## src/hdl/qtbl_pkg.sv

```systemverilog
// Types, character codes and byte classes for the query token boundary lexer.
`timescale 1ns / 1ps

package qtbl_pkg;

  localparam logic [7:0] CH_TAB    = 8'h09;
  localparam logic [7:0] CH_LF     = 8'h0A;
  localparam logic [7:0] CH_VT     = 8'h0B;
  localparam logic [7:0] CH_FF     = 8'h0C;
  localparam logic [7:0] CH_CR     = 8'h0D;
  localparam logic [7:0] CH_SPACE  = 8'h20;
  localparam logic [7:0] CH_DQUOTE = 8'h22;
  localparam logic [7:0] CH_HASH   = 8'h23;
  localparam logic [7:0] CH_DOLLAR = 8'h24;
  localparam logic [7:0] CH_SQUOTE = 8'h27;
  localparam logic [7:0] CH_LPAREN = 8'h28;
  localparam logic [7:0] CH_RPAREN = 8'h29;
  localparam logic [7:0] CH_PLUS   = 8'h2B;
  localparam logic [7:0] CH_COMMA  = 8'h2C;
  localparam logic [7:0] CH_MINUS  = 8'h2D;
  localparam logic [7:0] CH_DOT    = 8'h2E;
  localparam logic [7:0] CH_ZERO   = 8'h30;
  localparam logic [7:0] CH_NINE   = 8'h39;
  localparam logic [7:0] CH_SEMI   = 8'h3B;
  localparam logic [7:0] CH_LT     = 8'h3C;
  localparam logic [7:0] CH_GT     = 8'h3E;
  localparam logic [7:0] CH_QMARK  = 8'h3F;
  localparam logic [7:0] CH_AT     = 8'h40;
  localparam logic [7:0] CH_LBRACK = 8'h5B;
  localparam logic [7:0] CH_BSLASH = 8'h5C;
  localparam logic [7:0] CH_RBRACK = 8'h5D;
  localparam logic [7:0] CH_CARET  = 8'h5E;
  localparam logic [7:0] CH_LBRACE = 8'h7B;
  localparam logic [7:0] CH_RBRACE = 8'h7D;

  typedef enum logic [10:0] {
    MODE_IDLE    = 11'b000_0000_0001,
    MODE_COMMENT = 11'b000_0000_0010,
    MODE_IRI     = 11'b000_0000_0100,
    MODE_Q1      = 11'b000_0000_1000,
    MODE_Q2      = 11'b000_0001_0000,
    MODE_SHORT   = 11'b000_0010_0000,
    MODE_LONG    = 11'b000_0100_0000,
    MODE_VAR     = 11'b000_1000_0000,
    MODE_CARET   = 11'b001_0000_0000,
    MODE_WORD    = 11'b010_0000_0000,
    MODE_TAIL    = 11'b100_0000_0000
  } qtbl_mode_t;

  typedef struct packed {
    qtbl_mode_t mode;
    logic       esc;         // next byte is escaped
    logic       qkind;       // 1 single quote, 0 double quote
    logic [1:0] qrun;        // closing quotes seen in a row
    logic       int_so_far;  // word so far is [+-]?[0-9]*
    logic       digit_seen;
  } qtbl_state_t;

  typedef struct packed {
    logic [7:0] token_byte;
    logic       byte_valid;
    logic       token_start;
  } qtbl_result_t;

  localparam qtbl_state_t STATE_RESET = '{
    mode: MODE_IDLE, esc: 1'b0, qkind: 1'b0, qrun: 2'd0, int_so_far: 1'b0, digit_seen: 1'b0
  };

  function automatic logic is_blank(input logic [7:0] b);
    return (b == CH_SPACE) || (b == CH_FF) || (b == CH_LF) || (b == CH_CR) ||
           (b == CH_TAB) || (b == CH_VT);
  endfunction

  function automatic logic is_delim(input logic [7:0] b);
    return (b == CH_LT) || (b == CH_GT) || (b == CH_SQUOTE) || (b == CH_DQUOTE) ||
           (b == CH_QMARK) || (b == CH_DOLLAR) || (b == CH_COMMA) || (b == CH_SEMI) ||
           (b == CH_DOT) || (b == CH_LPAREN) || (b == CH_RPAREN) || (b == CH_LBRACK) ||
           (b == CH_RBRACK) || (b == CH_LBRACE) || (b == CH_RBRACE) || (b == CH_AT);
  endfunction

  function automatic logic is_digit(input logic [7:0] b);
    return (b >= CH_ZERO) && (b <= CH_NINE);
  endfunction

endpackage

```

## src/hdl/query_token_boundary_lexer_top.sv

```systemverilog
// An accepted item passes through the input register and then the result register to the output.
// Throughput: one item per cycle while the pipeline advances; the lexer state register closes a loop.
// The pipeline advances while the result register is empty or being taken.
// Reset (rst_n low, synchronous): both registers empty, lexer idle between tokens.
// The item that carries tlast also returns the lexer to its reset state.
`timescale 1ns / 1ps

module query_token_boundary_lexer_top (
  input  logic       clk,
  input  logic       rst_n,
  input  logic       in_tvalid,
  output logic       in_tready,
  input  logic [7:0] in_tdata,   // [7:0] data_byte
  input  logic       in_tlast,   // final_req
  output logic       out_tvalid,
  input  logic       out_tready,
  output logic [7:0] out_tdata,  // [7:0] token_byte
  output logic [1:0] out_tuser,  // [0] byte_valid, [1] token_start
  output logic       out_tlast   // end_of_stream
);

  logic                   in_valid_r;
  logic                   in_valid_nxt;
  logic [7:0]             in_byte_r;
  logic                   in_last_r;
  qtbl_pkg::qtbl_state_t  state_r;
  qtbl_pkg::qtbl_state_t  state_nxt;
  qtbl_pkg::qtbl_result_t step_res;
  logic                   out_valid_r;
  logic                   out_valid_nxt;
  logic [7:0]             out_byte_r;
  logic [1:0]             out_flags_r;
  logic                   out_last_r;
  logic                   advance;
  logic                   fire;
  logic                   in_take;

  qtbl_step u_step (
    .st        (state_r),
    .data_byte (in_byte_r),
    .final_req (in_last_r),
    .st_nxt    (state_nxt),
    .res       (step_res)
  );

  assign advance       = !out_valid_r || out_tready;
  assign fire          = in_valid_r && advance;
  assign in_tready     = !in_valid_r || advance;
  assign in_take       = in_tvalid && in_tready;
  assign in_valid_nxt  = in_take || (in_valid_r && !advance);
  assign out_valid_nxt = fire || (out_valid_r && !out_tready);

  always_ff @(posedge clk) begin
    if (!rst_n) begin
      in_valid_r  <= 1'b0;
      out_valid_r <= 1'b0;
      state_r     <= qtbl_pkg::STATE_RESET;
    end else begin
      in_valid_r  <= in_valid_nxt;
      out_valid_r <= out_valid_nxt;
      if (fire) begin
        state_r <= state_nxt;
      end
    end
  end

  always_ff @(posedge clk) begin
    if (in_take) begin
      in_byte_r <= in_tdata;
      in_last_r <= in_tlast;
    end
    if (fire) begin
      out_byte_r  <= step_res.token_byte;
      out_flags_r <= {step_res.token_start, step_res.byte_valid};
      out_last_r  <= in_last_r;
    end
  end

  assign out_tvalid = out_valid_r;
  assign out_tdata  = out_byte_r;
  assign out_tuser  = out_flags_r;
  assign out_tlast  = out_last_r;

endmodule

```

## src/hdl/qtbl_step.sv

```systemverilog
// Next-state and result logic of the lexer for one byte.
`timescale 1ns / 1ps

module qtbl_step (
  input  qtbl_pkg::qtbl_state_t  st,
  input  logic [7:0]             data_byte,
  input  logic                   final_req,
  output qtbl_pkg::qtbl_state_t  st_nxt,
  output qtbl_pkg::qtbl_result_t res
);

  qtbl_pkg::qtbl_state_t nxt;
  logic       valid;
  logic       start;
  logic       restart;
  logic [7:0] qc;
  logic       boundary;

  assign qc       = st.qkind ? qtbl_pkg::CH_SQUOTE : qtbl_pkg::CH_DQUOTE;
  assign boundary = qtbl_pkg::is_blank(data_byte) || qtbl_pkg::is_delim(data_byte);

  always_comb begin
    nxt     = st;
    valid   = 1'b1;
    start   = 1'b0;
    restart = 1'b0;

    unique case (st.mode)
      qtbl_pkg::MODE_COMMENT: begin
        valid = 1'b0;
        if (st.esc) begin
          nxt.esc = 1'b0;
        end else if (data_byte == qtbl_pkg::CH_LF || data_byte == qtbl_pkg::CH_CR) begin
          nxt.mode = qtbl_pkg::MODE_IDLE;
        end else if (data_byte == qtbl_pkg::CH_BSLASH) begin
          nxt.esc = 1'b1;
        end
      end
      qtbl_pkg::MODE_IRI: begin
        if (st.esc) begin
          nxt.esc = 1'b0;
        end else if (data_byte == qtbl_pkg::CH_GT) begin
          nxt.mode = qtbl_pkg::MODE_IDLE;
        end else if (data_byte == qtbl_pkg::CH_BSLASH) begin
          nxt.esc = 1'b1;
        end
      end
      qtbl_pkg::MODE_Q1: begin
        if (data_byte == qc) begin
          nxt.mode = qtbl_pkg::MODE_Q2;
        end else begin
          nxt.mode = qtbl_pkg::MODE_SHORT;
          nxt.esc  = (data_byte == qtbl_pkg::CH_BSLASH);
        end
      end
      qtbl_pkg::MODE_Q2: begin
        // third quote opens a long string, anything else closes an empty one
        if (data_byte == qc) begin
          nxt.mode = qtbl_pkg::MODE_LONG;
          nxt.qrun = 2'd0;
          nxt.esc  = 1'b0;
        end else begin
          restart = 1'b1;
        end
      end
      qtbl_pkg::MODE_SHORT: begin
        if (st.esc) begin
          nxt.esc = 1'b0;
        end else if (data_byte == qc) begin
          nxt.mode = qtbl_pkg::MODE_IDLE;
        end else if (data_byte == qtbl_pkg::CH_BSLASH) begin
          nxt.esc = 1'b1;
        end
      end
      qtbl_pkg::MODE_LONG: begin
        if (st.esc) begin
          nxt.esc  = 1'b0;
          nxt.qrun = 2'd0;
        end else if (data_byte == qc) begin
          if (st.qrun == 2'd2) begin
            nxt.qrun = 2'd0;
            nxt.mode = qtbl_pkg::MODE_IDLE;
          end else begin
            nxt.qrun = st.qrun + 2'd1;
          end
        end else begin
          nxt.qrun = 2'd0;
          if (data_byte == qtbl_pkg::CH_BSLASH) begin
            nxt.esc = 1'b1;
          end
        end
      end
      qtbl_pkg::MODE_CARET: begin
        if (data_byte == qtbl_pkg::CH_CARET) begin
          nxt.mode = qtbl_pkg::MODE_IDLE;
        end else begin
          restart = 1'b1;
        end
      end
      qtbl_pkg::MODE_VAR, qtbl_pkg::MODE_WORD, qtbl_pkg::MODE_TAIL: begin
        if (st.esc) begin
          nxt.esc = 1'b0;
        end else if (boundary) begin
          // an integer word swallows one dot and runs on
          if (st.mode == qtbl_pkg::MODE_WORD && data_byte == qtbl_pkg::CH_DOT &&
              st.int_so_far && st.digit_seen) begin
            nxt.mode = qtbl_pkg::MODE_TAIL;
          end else begin
            restart = 1'b1;
          end
        end else if (data_byte == qtbl_pkg::CH_BSLASH) begin
          nxt.esc        = 1'b1;
          nxt.int_so_far = 1'b0;
        end else if (st.mode == qtbl_pkg::MODE_WORD) begin
          if (qtbl_pkg::is_digit(data_byte)) begin
            nxt.digit_seen = 1'b1;
          end else begin
            nxt.int_so_far = 1'b0;
          end
        end
      end
      default: begin
        restart = 1'b1;
      end
    endcase

    if (restart) begin
      nxt.esc  = 1'b0;
      nxt.qrun = 2'd0;
      nxt.mode = qtbl_pkg::MODE_IDLE;
      valid    = 1'b1;
      if (qtbl_pkg::is_blank(data_byte)) begin
        valid = 1'b0;
      end else begin
        unique case (data_byte)
          qtbl_pkg::CH_HASH: begin
            nxt.mode = qtbl_pkg::MODE_COMMENT;
            valid    = 1'b0;
          end
          qtbl_pkg::CH_LT: begin
            nxt.mode = qtbl_pkg::MODE_IRI;
          end
          qtbl_pkg::CH_DQUOTE, qtbl_pkg::CH_SQUOTE: begin
            nxt.qkind = (data_byte == qtbl_pkg::CH_SQUOTE);
            nxt.mode  = qtbl_pkg::MODE_Q1;
          end
          qtbl_pkg::CH_QMARK, qtbl_pkg::CH_DOLLAR, qtbl_pkg::CH_AT: begin
            nxt.mode = qtbl_pkg::MODE_VAR;
          end
          qtbl_pkg::CH_CARET: begin
            nxt.mode = qtbl_pkg::MODE_CARET;
          end
          qtbl_pkg::CH_DOT, qtbl_pkg::CH_SEMI, qtbl_pkg::CH_COMMA, qtbl_pkg::CH_LPAREN,
          qtbl_pkg::CH_RPAREN, qtbl_pkg::CH_LBRACK, qtbl_pkg::CH_RBRACK,
          qtbl_pkg::CH_LBRACE, qtbl_pkg::CH_RBRACE: begin
            nxt.mode = qtbl_pkg::MODE_IDLE;
          end
          default: begin
            nxt.mode       = qtbl_pkg::MODE_WORD;
            nxt.int_so_far = data_byte == qtbl_pkg::CH_PLUS ||
                             data_byte == qtbl_pkg::CH_MINUS ||
                             qtbl_pkg::is_digit(data_byte);
            nxt.digit_seen = qtbl_pkg::is_digit(data_byte);
          end
        endcase
      end
      start = valid;
    end

    // the last byte of a stream returns the lexer to its reset state
    st_nxt          = final_req ? qtbl_pkg::STATE_RESET : nxt;
    res.token_byte  = valid ? data_byte : 8'h00;
    res.byte_valid  = valid;
    res.token_start = start;
  end

endmodule

```

## config.mk

```make
export PLATFORM = sky130hd
export DESIGN_NAME = query_token_boundary_lexer_top
export DESIGN_NICKNAME = d
export VERILOG_FILES = /design/src/hdl/qtbl_pkg.sv /design/src/hdl/query_token_boundary_lexer_top.sv /design/src/hdl/qtbl_step.sv
export SDC_FILE = /design/constraint.sdc
export NUM_CORES = 1
export LEC_CHECK = 0
export ABC_AREA = 1
export BUFFER_PORTS_ARGS = -buffer_cell sky130_fd_sc_hd__buf_4
export CELL_PAD_IN_SITES_DETAIL_PLACEMENT = 0
export CELL_PAD_IN_SITES_GLOBAL_PLACEMENT = 2
export CORE_ASPECT_RATIO = 0.5
export CORE_UTILIZATION = 33
export CTS_BUF_LIST = sky130_fd_sc_hd__clkbuf_16
export CTS_CLUSTER_SIZE = 14
export DETAILED_ROUTE_END_ITERATION = 6
export PLACE_DENSITY_LB_ADDON = 0.1
export SYNTH_ARGS = -nofsm -noshare
export SYNTH_HDL_FRONTEND = slang
export SYNTH_SLANG_ARGS = --single-unit
```

## constraint.sdc

```tcl
create_clock -name clk -period 2.3 [get_ports clk]
set_input_delay 0.23 -clock clk [delete_from_list [all_inputs] [get_ports clk]]
set_output_delay 0.23 -clock clk [all_outputs]
set_load 0.005 [all_outputs]
```

==> impl_metrics.env <==
export IMPL_fillers=794
export IMPL_hold_violations=0
export IMPL_ys_flop_type="edfxtp_1"
export IMPL_ys_types=32
export IMPL_min_path_type="in -> reg"
export IMPL_status="finished, final reports clean"
export IMPL_tightest_slew_ns=0.4805
export IMPL_first_pass_iters=6
export IMPL_synth_edf_count=20
export IMPL_fin_crit_sh_pct=99.20
export IMPL_routed_wl_um=7604
export IMPL_num_rows=22
export IMPL_finalWeightedCongestion=0.8778
export IMPL_antenna_cells=0
export IMPL_yosys_warnings=0
export IMPL_tritoncts="done"
export IMPL_drcViolationCount=0
export IMPL_grt_max_degree=16
export IMPL_cts_made_buffers=5
export IMPL_switching_share_pct=29.65
export IMPL_route_met3_wl_um=445
export IMPL_die_h_um=65.49
export IMPL_fin_area_mm2=0.003438
export IMPL_cts_sinks=39
export IMPL_dpl_hpwl_um=5890
export IMPL_powerDensity_mw_per_mm2=543.4
export IMPL_dpl_instance_area_mm2=0.003054
export IMPL_start_util_pct=35.14
export IMPL_timing_rr_end="state_r[10]"
export IMPL_r2r_cells=15
export IMPL_highest_layer="met4"
export IMPL_yosysMostFrequentCell="nand2_1"
export IMPL_h_tree_depth=2
export IMPL_setup_violations=0
export IMPL_p_seq_share_pct=43.6
export IMPL_syn_cell_area_mm2=0.002660
export IMPL_dr_total_vias=2618
export IMPL_grt_first_pass_wirelength_um=12200
export IMPL_vias_per_cell=4.692
export IMPL_cp_depth=15
export IMPL_p_leak_nw=1.546
export IMPL_reg2reg_slack_ns=0.02
export IMPL_grt_pass1_vias=2461
export IMPL_ys_seq_area_share_pct=36.88
export IMPL_antenna_found_initial=0
export IMPL_cp_start_kind="register"
export IMPL_grt_overflow_total=0
export IMPL_synth_largest_area_cell="edfxtp_1"
export IMPL_synth_seq_cells=39
export IMPL_dr_first_iter_drc_count=134
export IMPL_critPathTopFamily="simple AND/OR/NAND/NOR gates"
export IMPL_globalRouteTotalUtil_pct=19.57
export IMPL_p_comb_share_pct=19.3
export IMPL_maxSlewViolCount=0
export IMPL_maxCapViolations=0
export IMPL_cp_num_buf_inv=4
export IMPL_period_needed_ns=2.282
export IMPL_cts_path_max_buffers=2
export IMPL_startpoint="in_byte_r[2]"
export IMPL_finalWorstSetupSlack_ns=0.01837
export IMPL_core_mm2=0.007570
export IMPL_cts_hold_buf=0
export IMPL_ys_top_cells_by_count="nand2_1, nor2_1, inv_1"
export IMPL_fin_nets=462
export IMPL_fmax_mhz=438.3
export IMPL_clkPwrFrac_pct=37.1
export IMPL_ant_nets=0
export IMPL_path_cells="nand2_4 -> buf_12 -> nor2_4 -> inv_2 -> nor2_4 -> nor2_1 -> a21oi_2 -> nand2_2 -> clkinv_4 -> nand4_4 -> nor2_4 -> nor2_4 -> buf_12 -> nor2_1 -> nor2_1"
export IMPL_wl_met2_um=3168
export IMPL_clkLatencyLatePin_ns=0.29
export IMPL_cp_end_kind="register"
export IMPL_netlist_top_cells_area="edfxtp_1, nand2_1, dfxtp_1"
export IMPL_fp_dieArea_mm2=0.008446
export IMPL_die_w_um=129.0
export IMPL_dp_slack_ns=0.01100
export IMPL_postSynthAreaPerCell_um2=6.650
export IMPL_clkSlewWorstSetupHoldPaths_ns=0.06
export IMPL_cts_root_buf="clkbuf_16"
export IMPL_wl_met1_um=3907
export IMPL_cp_data_arrival_time_ns=2.47
export IMPL_peakVddDrop_mv=0.2720
export IMPL_critical_path_slowest_cell="edfxtp_1"
export IMPL_crit_top_cell="nor2_4"
export IMPL_r2r_start="in_byte_r[2]"
export IMPL_async_flop_share_pct=0
export IMPL_syn_num_nets=413
export IMPL_p_int_mw=1.315
export IMPL_crit_fanout=10
export IMPL_io_pins=26
export IMPL_area_growth_pct=29.26
export IMPL_synthCells=400
export IMPL_critPathMaxStageDelay_ns=0.55
export IMPL_portBuffers=25
export IMPL_drive_above_1_share_pct=27.33
export IMPL_clock_skew_ns=0.002342
export IMPL_wl_per_cell_um=13.63
export IMPL_synth_top_area_share_pct=22.58
export IMPL_endpoint="state_r[10]"
export IMPL_criticalPathCategory="reg -> reg"
export IMPL_cp_data_required_time_ns=2.49
export IMPL_slew_headroom_pct=67.93
export IMPL_p_switching_uw=554.0
[worst min-delay path by stage]
| stage | startpoint | to | slack, ns | cells after the start |
|---|---|---|---|---|
| after floorplan | in_tdata[0] | in_byte_r[0] | 0.33 | 0 |
| after global placement | in_tdata[5] | in_byte_r[5] | 0.41 | 1 |
| after detailed placement | in_tdata[7] | in_byte_r[7] | 0.41 | 1 |
| after CTS | in_tdata[7] | in_byte_r[7] | 0.11 | 1 |
| after global routing | in_tdata[7] | in_byte_r[7] | 0.1 | 1 |
| final | in_tdata[3] | in_byte_r[3] | 0.11 | 1 |
[cell families after synthesis]
group                  synth area share, %
DFF                                  36.88
buffers and inverters                8.278
AOI/OAI and AO/OA                    6.397
and+or+nand+nor                      48.45
[state kept, by name, summed over array words and instances, names as in the netlist]
| signal | count |
|---|---|
| in_valid_r | 1 |
| out_tdata | 8 |
| in_last_r | 1 |
| in_byte_r | 8 |
| out_tlast | 1 |
| state_r | 17 |
| out_tuser | 2 |
| out_tvalid | 1 |
[power by group through the flow]
stage	sequential [mW]	clock (mW)	combinational [mW]
floorplan	0.820	0	0.216
global route	0.820	0.749	0.405
CTS	0.813	0.708	0.320
detailed placement	0.828	0	0.318
finish	0.814	0.693	0.362
global placement	0.827	0	0.317
[final cells by class]
class / count / area (um^2) / share of cell area [%]
Tap cell: 108 / 135.1 / 3.930
Sequential cell: 39 / 980.9 / 28.53
Inverter: 50 / 195.2 / 5.677
Timing Repair Buffer: 47 / 377.9 / 10.99
Multi-Input combinational cell: 306 / 1604 / 46.65
Clock buffer: 5 / 125.1 / 3.639
Clock inverter: 3 / 20.02 / 0.5822
[placed cells by master (no fill, tap or decap), types with 3 or more instances in the layout]
cell type,count
nor2_4,13
a21oi_1,12
edfxtp_1,20
nor3_1,5
nand4_1,8
nand2_1,112
inv_1,34
buf_4,45
inv_2,14
nor2_1,68
nand3_1,31
nand4_4,3
nor2_2,11
dfxtp_1,19
o21ai_1,3
clkbuf_16,5
o21ai_0,6
nand2_2,12
[worst reg2reg max path: stages, from the launching register on]
cell and delay, ns:
edfxtp_1 0.55, nand2_4 0.11, buf_12 0.15, nor2_4 0.14, inv_2 0.07, nor2_4 0.09
nor2_1 0.06, a21oi_2 0.13, nand2_2 0.12, clkinv_4 0.13, nand4_4 0.12, nor2_4 0.17
nor2_4 0.06, buf_12 0.14, nor2_1 0.08, nor2_1 0.05
[repair_timing]
| item | CTS | global route |
|---|---|---|
| buffers inserted | 0 | 10 |
| endpoints found under the setup margin | 0 | 22 |
| gates resized for setup | 0 | 35 |
| endpoints found under the hold margin | 0 | 0 |
[stage by stage]
stage	total power [mW]	hold WS (ns)	utilization [%]	setup TNS, ns	cells
floorplan	1.036	0.3289	-	0	400
global placement	1.144	0.4084	40.35	0	540
detailed placement	1.146	0.4095	40.35	0	540
CTS	1.840	0.1083	42.26	0	548
global route	1.974	0.09837	45.42	-0.6840	558
finish	1.869	0.1112	45.42	0	558
[per-layer routing]
layer  track usage (%)  vias up
met5                 0        -
met3             4.560       12
met1             28.10     1162
met2             29.26       68
li1                  -     1376
met4             5.000        0
No activity file was read; power rests on OpenSTA's default activity.
